==> src/rtl/sdss_pkg.sv <==
// Shared types and constants for the stick direction sector select block.
// No dependencies.
package sdss_pkg;

  localparam int AXIS_W = 16;
  localparam int SLOT_W = 7;
  localparam int DZ_W = 15;
  localparam int WGT_W = 16;
  localparam int IDX_W = 6;
  localparam int SWID_W = 17;
  localparam int CFG_IDX_W = 2;
  localparam int CFG_DATA_W = 16;
  localparam int TABLE_LEN = 24;
  localparam int MAX_SLOTS = 64;

  localparam logic [CFG_IDX_W-1:0] REG_SLOT_COUNT = 2'd0;
  localparam logic [CFG_IDX_W-1:0] REG_DEAD_ZONE = 2'd1;
  localparam logic [CFG_IDX_W-1:0] REG_SMOOTH_WEIGHT = 2'd2;

  typedef struct packed {
    logic signed [AXIS_W-1:0] x;
    logic signed [AXIS_W-1:0] y;
  } sample_t;

  function automatic logic [31:0] atan_turn(input logic [4:0] i);
    logic [31:0] v;
    unique case (i)
      5'd0: v = 32'h20000000;
      5'd1: v = 32'h12E4051E;
      5'd2: v = 32'h09FB385B;
      5'd3: v = 32'h051111D4;
      5'd4: v = 32'h028B0D43;
      5'd5: v = 32'h0145D7E1;
      5'd6: v = 32'h00A2F61E;
      5'd7: v = 32'h00517C55;
      5'd8: v = 32'h0028BE53;
      5'd9: v = 32'h00145F2F;
      5'd10: v = 32'h000A2F98;
      5'd11: v = 32'h000517CC;
      5'd12: v = 32'h00028BE6;
      5'd13: v = 32'h000145F3;
      5'd14: v = 32'h0000A2FA;
      5'd15: v = 32'h0000517D;
      5'd16: v = 32'h000028BE;
      5'd17: v = 32'h0000145F;
      5'd18: v = 32'h00000A30;
      5'd19: v = 32'h00000518;
      5'd20: v = 32'h0000028C;
      5'd21: v = 32'h00000146;
      5'd22: v = 32'h000000A3;
      5'd23: v = 32'h00000051;
      default: v = 32'h0;
    endcase
    return v;
  endfunction

endpackage

==> src/rtl/sdss_front.sv <==
// Front end: registers each sample, tests it against the dead zone and pushes passing samples to the queue.
// Depends on sdss_pkg.
module sdss_front (
  input  logic                     clk,
  input  logic                     rst_n,
  input  logic                     in_valid,
  output logic                     in_ready,
  input  sdss_pkg::sample_t        in_smp,
  input  logic [sdss_pkg::DZ_W-1:0] dead_zone,
  output logic                     push,
  output sdss_pkg::sample_t        push_smp,
  input  logic                     q_full
);
  import sdss_pkg::*;

  logic              busy_r;
  sample_t           smp_r;
  logic [32:0]       mag2_c;
  logic [29:0]       dz2_r;
  logic signed [31:0] xx, yy;

  assign xx = 32'(smp_r.x) * 32'(smp_r.x);
  assign yy = 32'(smp_r.y) * 32'(smp_r.y);
  assign in_ready = !busy_r;

  always_ff @(posedge clk) begin
    if (!rst_n) begin
      busy_r <= 1'b0;
    end else if (in_valid && in_ready) begin
      busy_r <= 1'b1;
    end else if (busy_r && !q_full) begin
      busy_r <= 1'b0;
    end
    if (in_valid && in_ready) begin
      smp_r <= in_smp;
      dz2_r <= 30'(dead_zone) * 30'(dead_zone);
    end
  end

  assign mag2_c = {1'b0, xx} + {1'b0, yy};
  assign push = busy_r && !q_full && (mag2_c >= {3'b0, dz2_r});
  assign push_smp = smp_r;
endmodule

==> config.mk <==
export PLATFORM = sky130hd
export DESIGN_NAME = sdss_front
export DESIGN_NICKNAME = d
export VERILOG_FILES = /design/src/rtl/sdss_pkg.sv /design/src/rtl/sdss_front.sv
export SDC_FILE = /design/constraint.sdc
export NUM_CORES = 2
export LEC_CHECK = 0
export BUFFER_PORTS_ARGS = -buffer_cell sky130_fd_sc_hd__buf_2
export CAP_MARGIN = 10
export CORE_MARGIN = 2
export CORE_UTILIZATION = 30
export DETAILED_ROUTE_END_ITERATION = 12
export HOLD_SLACK_MARGIN = 0.1
export SYNTH_ARGS = -nofsm -noshare
export SYNTH_HDL_FRONTEND = slang
export SYNTH_SLANG_ARGS = --single-unit
==> constraint.sdc <==
create_clock -name clk -period 25.1 [get_ports clk]
set_input_delay 2.51 -clock clk [delete_from_list [all_inputs] [get_ports clk]]
set_output_delay 2.51 -clock clk [all_outputs]
set_load 0.005 [all_outputs]
==> flow_summary.ini <==
[min_path]
hold_class = reg -> reg
hold_path_end = busy_r
min_from = busy_r
hold_depth = 2

[timing]
final-hold-violation-count = 0
skew_ns = 0.006935
setup_viol = 0
tns_ns = 0
tightest_slew_ns = 0.9861
timing.final.crit_share = 0.4971
fmax_ghz = 0.08015
slew_viol_final = 0
slew-limit-headroom = 0.3426
min_period_ns = 12.48
rsz0062_at_grt = false

[cells_and_area]
nets = 4052
drive_gt1_frac = 0.04593
final_cell_mix = inv_1 (900), fa_1 (614), ha_1 (322), nand2_1 (222), and2_1 (147)
mostFrequentLayoutCell = inv_1
diodes = 0
synthToLayoutAreaGrowth_pct = 7.815
filler_cell_count = 9703

[logic_synthesis]
ys_seq_elements = 62
syn-cell-area_um2 = 28100
synth.distinct_cells = 79
yosys-top-cells-area = fa_1 (44%), ha_1 (14%), inv_1 (12%), edfxtp_1 (6.5%), and2_1 (3.3%)
synth.top_cell.area_share = 0.4375
synthesis.instances = 3017
synth_area_leader_cell = fa_1
synth.avg_cell_area_um2 = 9.313
async_reset_ff_frac = 0
synth-edff-count = 61
yosysWarnings = 0
synth_seq_area_share = 0.06590
synth_top_flop_cell = edfxtp_1
synth_nets = 4004

[critical_path]
endpoint_kind = output port
reg2reg_to = push_smp[1]
crit_path_max_fanout = 18
r2r_slack_ns = 23.42
cpPeakStageDelay_ns = 0.69
crit_path_start_kind = register
path_common_cell = fa_1
cp.arrival_ns = 9.97
reg2reg_depth = 2
r2r-start = busy_r
crit_path_top_delay_cell = edfxtp_1
cp.required_ns = 22.59
setup.worst_path.class = reg -> out

[route]
drc_errors = 0
via_count = 19180
firstDrtPassIters = 5
wl_per_cell_um = 14.24
wl_mm = 61.56
viasPerCell = 4.436
drt_iter0_markers = 801
ant_nets = 0

[clocking]
postCtsSetupBuffers = 0
numCtsBuffers = 9
worstSkewPairLatency_ns = 0.37
htreeDepth = 3
clockBufferDepth = 2
cts_root_buf = clkbuf_16
post_cts_resized = 0
clkSlewWorstSetupHoldPaths_ns = 0.06
postCtsHoldBufs = 0
cts_tree = done
cts_sinks = 62

[floorplan]
fp.dieArea_um2 = 96120
num_rows = 112
start_util = 0.3020
ios = 85
die_w_um = 310.0
die_height_um = 310.0
core_um2 = 93050

[run_status]
status = finished, final reports clean

[placed_design]
dp_hpwl_mm = 52.75
port_buffers = 84
gp_congestion = 0.8592

[grt]
grt_pass1_vias = 21000
grt_usage = 0.1364
overflow = 0
grt_pass1_wl_mm = 104.8
antenna_found_initial = 3
grt_start_max_net_pins = 63

[flow_run]
max-cap-violations = 0
worst max-delay path, delay by kind of cell, from the launching register on:
kind,cells,cell delay [ns]
adder cells (fa/ha/maj),9,3.96
AND/OR/NAND/NOR,5,1.14
buffers and inverters,6,0.45
AO/OA/AOI/OAI,18,3.10
flip-flops,1,0.69
XOR/XNOR,2,0.24
sequential cells by signal, indices dropped and copies added (netlist names):
name      flops
push_smp     32
dz2_r        29
busy_r        1
area by class of cell:
type	instances	area (µm²)	share of cell area
repair buffers	91	473.0	0.01561
multi-input cells	2001	22670	0.7484
well taps	1254	1569	0.05179
clock inverters	5	106.4	0.003511
clock buffers	11	242.7	0.008013
flip-flops and latches	62	1852	0.06113
inverters	900	3378	0.1115
layer usage:
metal,vias to the layer above,part of all wire,global-route usage
met4,0,0.024,0.03820
met2,276,0.51,0.2463
met3,69,0.023,0.01001
met1,9658,0.44,0.1747
li1,9179,-,-
met5,-,0,0
worst max-delay path by stage:
| stage | from | to | slack, ns | cells past startpoint |
|---|---|---|---|---|
| 2_1_floorplan | push_smp[20] | push | 13.99 | 40 |
| 3_3_place_gp | push_smp[4] | push | 13.16 | 40 |
| 3_5_place_dp | push_smp[4] | push | 13.04 | 40 |
| 4_1_cts | push_smp[17] | push | 12.63 | 39 |
| 5_1_grt | push_smp[20] | push | 11.93 | 39 |
| 6_report | push_smp[19] | push | 12.62 | 40 |
synth_stat cells (6+ instances only):
| cell | number |
|---|---|
| nor2b_1 | 19 |
| o21a_1 | 20 |
| a21o_1 | 62 |
| a31oi_1 | 8 |
| o21ai_0 | 38 |
| a21oi_1 | 92 |
| o21bai_1 | 12 |
| xnor2_1 | 99 |
| clkbuf_1 | 52 |
| xor2_1 | 34 |
| nand3_1 | 21 |
| nand2_1 | 222 |
| fa_1 | 614 |
| nand2b_1 | 20 |
| nand4_1 | 12 |
| and2_1 | 147 |
| inv_1 | 900 |
| edfxtp_1 | 61 |
| o31ai_1 | 6 |
| nor3_1 | 17 |
| or2_2 | 7 |
| a211oi_1 | 8 |
| and3_1 | 12 |
| nor2_1 | 117 |
| ha_1 | 322 |
cells by family after synthesis:
logic type	count (synthesis)	synth area share
AO/OA/AOI/OAI	311	0.07606
XOR/XNOR	133	0.04146
adder cells (fa/ha/maj)	936	0.5808
buffers and inverters	954	0.1274
flip-flops	62	0.06590
multiplexers	3	0.001158
AND/OR/NAND/NOR	618	0.1071
per-stage QoR:
step / instances / utilization / area, µm² / worst slack, ns / hold WS (ns)
2_1_floorplan: 3017 / - / 28100 / 13.99 / 0.5127
3_3_place_gp: 4308 / 0.3218 / 29950 / 13.16 / 0.6034
3_5_place_dp: 4308 / 0.3218 / 29950 / 13.04 / 0.6131
4_1_cts: 4324 / 0.3256 / 30290 / 12.63 / 0.6230
5_1_grt: 4324 / 0.3256 / 30290 / 11.93 / 0.6608
6_report: 4324 / 0.3256 / 30290 / 12.62 / 0.6254
Power is not shown: default switching activity piles up to over one toggle a cycle in this logic, so the estimate is an artifact.
