<file path="config.mk">
export PLATFORM = sky130hd
export DESIGN_NAME = sdss_queue
export DESIGN_NICKNAME = d
export VERILOG_FILES = /design/src/rtl/sdss_pkg.sv /design/src/rtl/sdss_queue.sv
export SDC_FILE = /design/constraint.sdc
export NUM_CORES = 1
export LEC_CHECK = 0
export BUFFER_PORTS_ARGS = -buffer_cell sky130_fd_sc_hd__buf_4
export CAP_MARGIN = 10
export CELL_PAD_IN_SITES_DETAIL_PLACEMENT = 2
export CELL_PAD_IN_SITES_GLOBAL_PLACEMENT = 2
export CORE_ASPECT_RATIO = 0.9
export CORE_MARGIN = 4
export CORE_UTILIZATION = 38
export DETAILED_ROUTE_END_ITERATION = 16
export GPL_TIMING_DRIVEN = 0
export HOLD_SLACK_MARGIN = 0.08
export PLACE_DENSITY_LB_ADDON = 0.1
export SYNTH_ARGS = -nofsm -noshare
export SYNTH_HDL_FRONTEND = slang
export SYNTH_SLANG_ARGS = --single-unit
</file>
<file path="constraint.sdc">
create_clock -name clk -period 2.75 [get_ports clk]
set_clock_uncertainty 0.1 [all_clocks]
set_input_delay 0.1375 -clock clk [delete_from_list [all_inputs] [get_ports clk]]
set_output_delay 0.1375 -clock clk [all_outputs]
set_load 0.1 [all_outputs]
</file>
<file path="src/rtl/sdss_pkg.sv">
// Shared types and constants for the stick direction sector select block.
// No dependencies.
package sdss_pkg;

  localparam int AXIS_W = 16;
  localparam int SLOT_W = 7;
  localparam int DZ_W = 15;
  localparam int WGT_W = 16;
  localparam int IDX_W = 6;
  localparam int SWID_W = 17;
  localparam int CFG_IDX_W = 2;
  localparam int CFG_DATA_W = 16;
  localparam int TABLE_LEN = 24;
  localparam int MAX_SLOTS = 64;

  localparam logic [CFG_IDX_W-1:0] REG_SLOT_COUNT = 2'd0;
  localparam logic [CFG_IDX_W-1:0] REG_DEAD_ZONE = 2'd1;
  localparam logic [CFG_IDX_W-1:0] REG_SMOOTH_WEIGHT = 2'd2;

  typedef struct packed {
    logic signed [AXIS_W-1:0] x;
    logic signed [AXIS_W-1:0] y;
  } sample_t;

  function automatic logic [31:0] atan_turn(input logic [4:0] i);
    logic [31:0] v;
    unique case (i)
      5'd0: v = 32'h20000000;
      5'd1: v = 32'h12E4051E;
      5'd2: v = 32'h09FB385B;
      5'd3: v = 32'h051111D4;
      5'd4: v = 32'h028B0D43;
      5'd5: v = 32'h0145D7E1;
      5'd6: v = 32'h00A2F61E;
      5'd7: v = 32'h00517C55;
      5'd8: v = 32'h0028BE53;
      5'd9: v = 32'h00145F2F;
      5'd10: v = 32'h000A2F98;
      5'd11: v = 32'h000517CC;
      5'd12: v = 32'h00028BE6;
      5'd13: v = 32'h000145F3;
      5'd14: v = 32'h0000A2FA;
      5'd15: v = 32'h0000517D;
      5'd16: v = 32'h000028BE;
      5'd17: v = 32'h0000145F;
      5'd18: v = 32'h00000A30;
      5'd19: v = 32'h00000518;
      5'd20: v = 32'h0000028C;
      5'd21: v = 32'h00000146;
      5'd22: v = 32'h000000A3;
      5'd23: v = 32'h00000051;
      default: v = 32'h0;
    endcase
    return v;
  endfunction

endpackage

</file>
<file path="src/rtl/sdss_queue.sv">
// Two-entry sample queue between front and back end.
// Depends on sdss_pkg.
module sdss_queue (
  input  logic              clk,
  input  logic              rst_n,
  input  logic              push,
  input  sdss_pkg::sample_t push_smp,
  output logic              full,
  input  logic              pop,
  output logic              not_empty,
  output sdss_pkg::sample_t pop_smp
);
  import sdss_pkg::*;

  sample_t    mem_r [2];
  logic       wp_r, rp_r;
  logic [1:0] cnt_r;

  assign full = cnt_r == 2'd2;
  assign not_empty = cnt_r != 2'd0;
  assign pop_smp = mem_r[rp_r];

  always_ff @(posedge clk) begin
    if (!rst_n) begin
      wp_r <= 1'b0;
      rp_r <= 1'b0;
      cnt_r <= 2'd0;
    end else begin
      if (push) wp_r <= !wp_r;
      if (pop) rp_r <= !rp_r;
      cnt_r <= cnt_r + {1'b0, push} - {1'b0, pop};
    end
    if (push) mem_r[wp_r] <= push_smp;
  end
endmodule

</file>
==> results.sh, run 1 <==
export IMPL_cts_root_buf="clkbuf_8"
export IMPL_synthTopCellsByArea="edfxtp_1, mux2_4, dfxtp_1"
export IMPL_drtIter0Drc=64
export IMPL_avgRoutedWirePerCell_um=17.48
export IMPL_end_kind="flop"
export IMPL_io_pins=70
export IMPL_diodes=0
export IMPL_setup_tns_final_ns=0
export IMPL_max_cap_viol_count=0
export IMPL_synth_area_um2=2694
export IMPL_clk_pin_slew_ns=0.07
export IMPL_antenna_left=0
export IMPL_tritoncts="done"
export IMPL_cp_arrival_ns=2.07
export IMPL_clock_latency_ns=0.33
export IMPL_grt_total_usage=0.1514
export IMPL_avgSynthCellArea_um2=22.26
export IMPL_fin_nets=276
export IMPL_cts_buffer_depth=2
export IMPL_grt_ovfl_total=0
export IMPL_grt_first_pass_wirelength_um=9680
export IMPL_cts_sinks=69
export IMPL_min_path_type="in2reg"
export IMPL_dieArea_um2=8502
export IMPL_drive_gt1_frac=0.5021
export IMPL_period_share=0.6881
export IMPL_portBuffers=69
export IMPL_place_ws_ns=1.150
export IMPL_syn_inst=121
export IMPL_rows=28
export IMPL_synth_warnings=0
export IMPL_fin_crit_ns=1.892
export IMPL_cp_max_fo=18
export IMPL_yosysSeqAreaShare=0.7506
export IMPL_worst_path_buf_inv=3
export IMPL_crit_type="in2reg"
export IMPL_core_um2=6726
export IMPL_power_total_mw=2.811
export IMPL_die_w_um=96.75
export IMPL_setup_viol=0
export IMPL_power_density_nw_per_um2=720.1
export IMPL_multi_input_area_um2=601.8
export IMPL_start_util=0.4005
export IMPL_final_core_util=0.5804
export IMPL_min_from="push_smp[6]"
export IMPL_max_freq_mhz=528.4
export IMPL_synth_cell_type_count=14
export IMPL_max_stage_delay_ns=0.53
export IMPL_rsz0062_at_grt="no"
export IMPL_ir_drop_v=0.0004004
export IMPL_slew_violations=0
export IMPL_place_gp_congestion=0.6180
export IMPL_antenna_found_initial=0
export IMPL_h_tree_depth=3
export IMPL_grt_start_max_net_pins=33
export IMPL_crit_path_frequent_cell="dlygate4sd3_1"
export IMPL_finalHoldViolCount=0
export IMPL_cts_setup_buffers=0
export IMPL_worst_pin_slew_ns=0.8289
export IMPL_numCtsBuffers=9
export IMPL_synth_top_cell_area_share=0.7134
export IMPL_area_growth_pct=44.91
export IMPL_critPathLaunch="push"
export IMPL_fill_cells=572
export IMPL_path_cells="dlygate4sd3_1 -> buf_4 -> nor2b_4 -> o21a_1 -> dlygate4sd3_1"
export IMPL_routed_via_density=4.396
export IMPL_status="finished, final reports clean"
export IMPL_synth_area_leader_cell="edfxtp_1"
export IMPL_r2r_start="wp_r"
export IMPL_syn_nets=159
export IMPL_p_leak_nw=1.568
export IMPL_final_setup_worst_slack_ns=0.8577
export IMPL_routed_wl_um=5820
export IMPL_worst_path_max_delay_cell="dlygate4sd3_1"
export IMPL_required_ns=2.93
export IMPL_crit_family="buffers and inverters"
export IMPL_die_h_um=87.88
export IMPL_seq_area_um2=2022
export IMPL_first_global_vias=1765
export IMPL_synth_seq_cells=69
export IMPL_relSlewSlack=0.4474
export IMPL_hpwl_um=3781
export IMPL_firstDrtPassIters=4
export IMPL_cp_start_kind="input pin"
export IMPL_vias=1464
export IMPL_drc=0
==> metrics by stage <==
| stage | area, µm² | hold slack, ns | cells |
|---|---|---|---|
| after floorplan | 2694 | 0.1364 | 121 |
| after CTS | 3904 | 0.4068 | 333 |
| after global placement | 3324 | 0.2221 | 280 |
| final | 3904 | 0.4364 | 333 |
| after detailed placement | 3361 | 0.2253 | 281 |
| after global routing | 3904 | 0.4047 | 333 |
==> area by class of cell <==
| type | instances | share of cell area |
|---|---|---|
| flip-flops and latches | 69 | 0.5179 |
| repair buffers | 106 | 0.2321 |
| multi-input cells | 46 | 0.1542 |
| clock buffers | 11 | 0.03365 |
| well taps | 90 | 0.02885 |
| plain buffers | 4 | 0.01827 |
| clock inverters | 5 | 0.01314 |
| inverters | 2 | 0.001923 |
==> routing by layer <==
metal,track usage,vias to the layer above,routed length [µm]
met1,0.1631,719,2214
met2,0.2744,44,3192
met5,0,-,0
met4,0.04592,0,63
met3,0.06449,6,350
li1,-,695,-
==> worst reg2reg max path, cell delays in order, from the launching register on <==
cell,delay (ns)
dfxtp_1,0.34
nor2b_4,0.51
o21a_1,0.22
dlygate4sd3_1,0.53
==> power breakdown <==
part	switching [mW]	total [mW]	internal, mW
Sequential	0.0214	1.23	1.21
Clock	0.350	0.763	0.413
Combinational	0.550	0.814	0.264
==> cells in the mapped netlist <==
master and number:
xnor3_1 1, dfxtp_1 5, xor2_1 1, buf_12 3, edfxtp_1 64, ha_1 2
and2_1 4, mux2_2 2, nor2b_1 4, inv_1 2, o21a_1 1, buf_6 1
mux2_4 30, or2_2 1
==> cell usage in the layout, fill, tap and decap left out, drive strengths merged, types with 2 or more instances in the layout <==
cell	n
clkbuf	11
mux2	32
dlygate4sd3	36
clkinv	3
ha	2
edfxtp	64
and2	4
buf	74
inv	2
nor2b	4
dfxtp	5
==> flip-flops by register name, summed over array words and instances (netlist names), named ones only <==
register,flops
cnt_r,2
mem_r,64
rp_r,1
wp_r,1
==> path summary, 6_finish.rpt <==
kind / to / slack, ns / depth (start not counted)
max: wp_r / 0.86 / 5
max reg2reg: wp_r / 0.99 / 3
min: mem_r[1][6] / 0.44 / 2
min reg2reg: flop / 0.50 / 2
==> cell families after synthesis <==
logic type,after synthesis,synth area share
multiplexers,32,0.1756
AND/OR/NAND/NOR,9,0.02090
AO/OA/AOI/OAI,1,0.002788
XOR/XNOR,2,0.01161
buffers and inverters,6,0.02926
adder cells (fa/ha/maj),2,0.009288
flip-flops,69,0.7506
==> what timing repair did <==
item,in CTS,in global routing
resized for setup,0,0
hold buffers,36,0
hold endpoints to repair,69,0
No activity file was read; power rests on OpenSTA's default activity.
==> run 2: changes to the inputs <==
- clock period: 2.75 -> 1.9 ns (I/O delays scaled with it)
==> run 2 against run 1 <==
  * Total power is 45% higher
  * Cell area is 0.74% lower
  * Non-clock buffer count is 1 lower
  * Clock power is 45% higher
  * Count of clock-buffer cells in the layout is 1 lower
  * Routed wire length is 4.5% higher
==> results.sh, run 2 (synthesized netlist as in run 1, its figures left out) <==
export IMPL_die_w_um=96.75
export IMPL_hpwl_um=3596
export IMPL_avgRoutedWirePerCell_um=18.33
export IMPL_highest_layer="met4"
export IMPL_antenna_left=0
export IMPL_setup_tns_final_ns=0
export IMPL_final_setup_worst_slack_ns=0.1792
export IMPL_place_ws_ns=0.2607
export IMPL_p_leak_nw=1.554
export IMPL_rsz0062_at_grt="no"
export IMPL_cp_arrival_ns=1.57
export IMPL_diodes=0
export IMPL_final_common_cell="buf_4"
export IMPL_dp_cells=280
export IMPL_cts_setup_buffers=0
export IMPL_first_global_vias=1723
export IMPL_worst_path_max_delay_cell="nor2b_4"
export IMPL_power_density_nw_per_um2=1048
export IMPL_cp_max_fo=33
export IMPL_drc=0
export IMPL_grt_first_pass_wirelength_um=9742
export IMPL_vias=1483
export IMPL_ctsResizeCount=0
export IMPL_cts_root_buf="clkbuf_8"
export IMPL_route_met3_wl_um=285
export IMPL_h_tree_depth=3
export IMPL_fin_crit_ns=1.721
export IMPL_grt_ovfl_total=0
export IMPL_stdcell_count=332
export IMPL_io_pins=70
export IMPL_clock_latency_ns=0.33
export IMPL_drtIter0Drc=28
export IMPL_cts_sinks=69
export IMPL_min_from="push_smp[27]"
export IMPL_path_cells="dlygate4sd3_1 -> buf_4 -> nor2b_4"
export IMPL_end_kind="flop"
export IMPL_firstDrtPassIters=4
export IMPL_ir_drop_v=0.0005490
export IMPL_postCtsHoldBufs=36
export IMPL_drive_gt1_frac=0.4959
export IMPL_grt_start_max_net_pins=34
export IMPL_routed_wl_um=6084
export IMPL_setup_viol=0
export IMPL_die_h_um=87.88
export IMPL_crit_family="simple AND/OR/NAND/NOR gates"
export IMPL_route_met2_wl_um=3370
export IMPL_grt_total_usage=0.1535
export IMPL_max_freq_mhz=581.1
export IMPL_max_cap_viol_count=0
export IMPL_worst_hold_slack_ns=0.3929
export IMPL_period_share=0.9057
export IMPL_layout_common_cells="buf_4, edfxtp_1, dlygate4sd3_1"
export IMPL_numCtsBuffers=9
export IMPL_r2r_slack_ns=0.27
export IMPL_routed_via_density=4.467
export IMPL_fill_cells=575
export IMPL_drt_met1_wl_um=2357
export IMPL_worst_path_buf_inv=2
export IMPL_r2r_end="mem_r[0][2]"
export IMPL_top_register="mem_r"
export IMPL_slew_violations=0
export IMPL_reg2reg_depth=1
export IMPL_tritoncts="done"
export IMPL_min_to="mem_r[0][27]"
export IMPL_place_gp_congestion=0.6737
export IMPL_largest_register_ffs=64
export IMPL_finalHoldViolCount=0
export IMPL_area_growth_pct=43.85
export IMPL_max_stage_delay_ns=0.81
export IMPL_r2r_start="wp_r"
export IMPL_rows=28
export IMPL_fin_nets=275
export IMPL_start_util=0.4005
export IMPL_crit_type="in2reg"
export IMPL_dieArea_um2=8502
export IMPL_worst_pin_slew_ns=1.007
export IMPL_required_ns=1.75
export IMPL_status="finished, final reports clean"
export IMPL_antenna_found_initial=0
export IMPL_cts_buffer_depth=2
export IMPL_relSlewSlack=0.3274
export IMPL_top_regs="mem_r x64, cnt_r x2"
export IMPL_cp_start_kind="input pin"
export IMPL_portBuffers=69
export IMPL_core_um2=6726
export IMPL_clk_pin_slew_ns=0.07
export IMPL_min_path_cells=2
export IMPL_power_total_mw=4.062
export IMPL_min_path_type="in2reg"
## run 2: changes by cell type in the layout (fill, tap and decap cells not counted)
cell / change
buf_16: -1
clkinv_2: -1
clkinv_1: +2
clkbuf_1: -1
## run 2: per-layer routing
layer	vias up	global-route usage
met3	8	0.05255
met4	0	0.05102
met1	734	0.1664
met2	47	0.2851
li1	694	-
met5	-	0
## run 2: report_power, final
| group | total [mW] | switching [mW] | internal, mW |
|---|---|---|---|
| Combinational | 1.17 | 0.794 | 0.374 |
| Sequential | 1.79 | 0.0320 | 1.76 |
| Clock | 1.11 | 0.516 | 0.591 |
| Total | 4.06 | 1.34 | 2.72 |
## run 2: worst max-delay path by stage
stage             start      endpoint  cells after the start
5_1_grt            push   mem_r[0][2]                      3
3_5_place_dp       wp_r  mem_r[0][18]                      1
4_1_cts            flop   pop_smp[12]                      4
6_report           push   mem_r[0][2]                      3
2_1_floorplan  cnt_r[1]          full                      1
3_3_place_gp       wp_r  mem_r[0][18]                      1
## run 2: cell type report
cell class / instances / area [µm²] / share of cell area
plain buffers: 4 / 71.32 / 0.01840
clock buffers: 10 / 127.6 / 0.03293
clock inverters: 6 / 53.80 / 0.01388
inverters: 2 / 7.507 / 0.001937
multi-input cells: 46 / 601.8 / 0.1553
flip-flops and latches: 69 / 2022 / 0.5218
well taps: 90 / 112.6 / 0.02906
repair buffers: 105 / 878.3 / 0.2267
## run 2: metrics by stage
step,utilization,cell area [µm²]
2_1_floorplan,-,2696
3_3_place_gp,0.4946,3327
3_5_place_dp,0.4955,3333
4_1_cts,0.5761,3875
5_1_grt,0.5761,3875
6_report,0.5761,3875
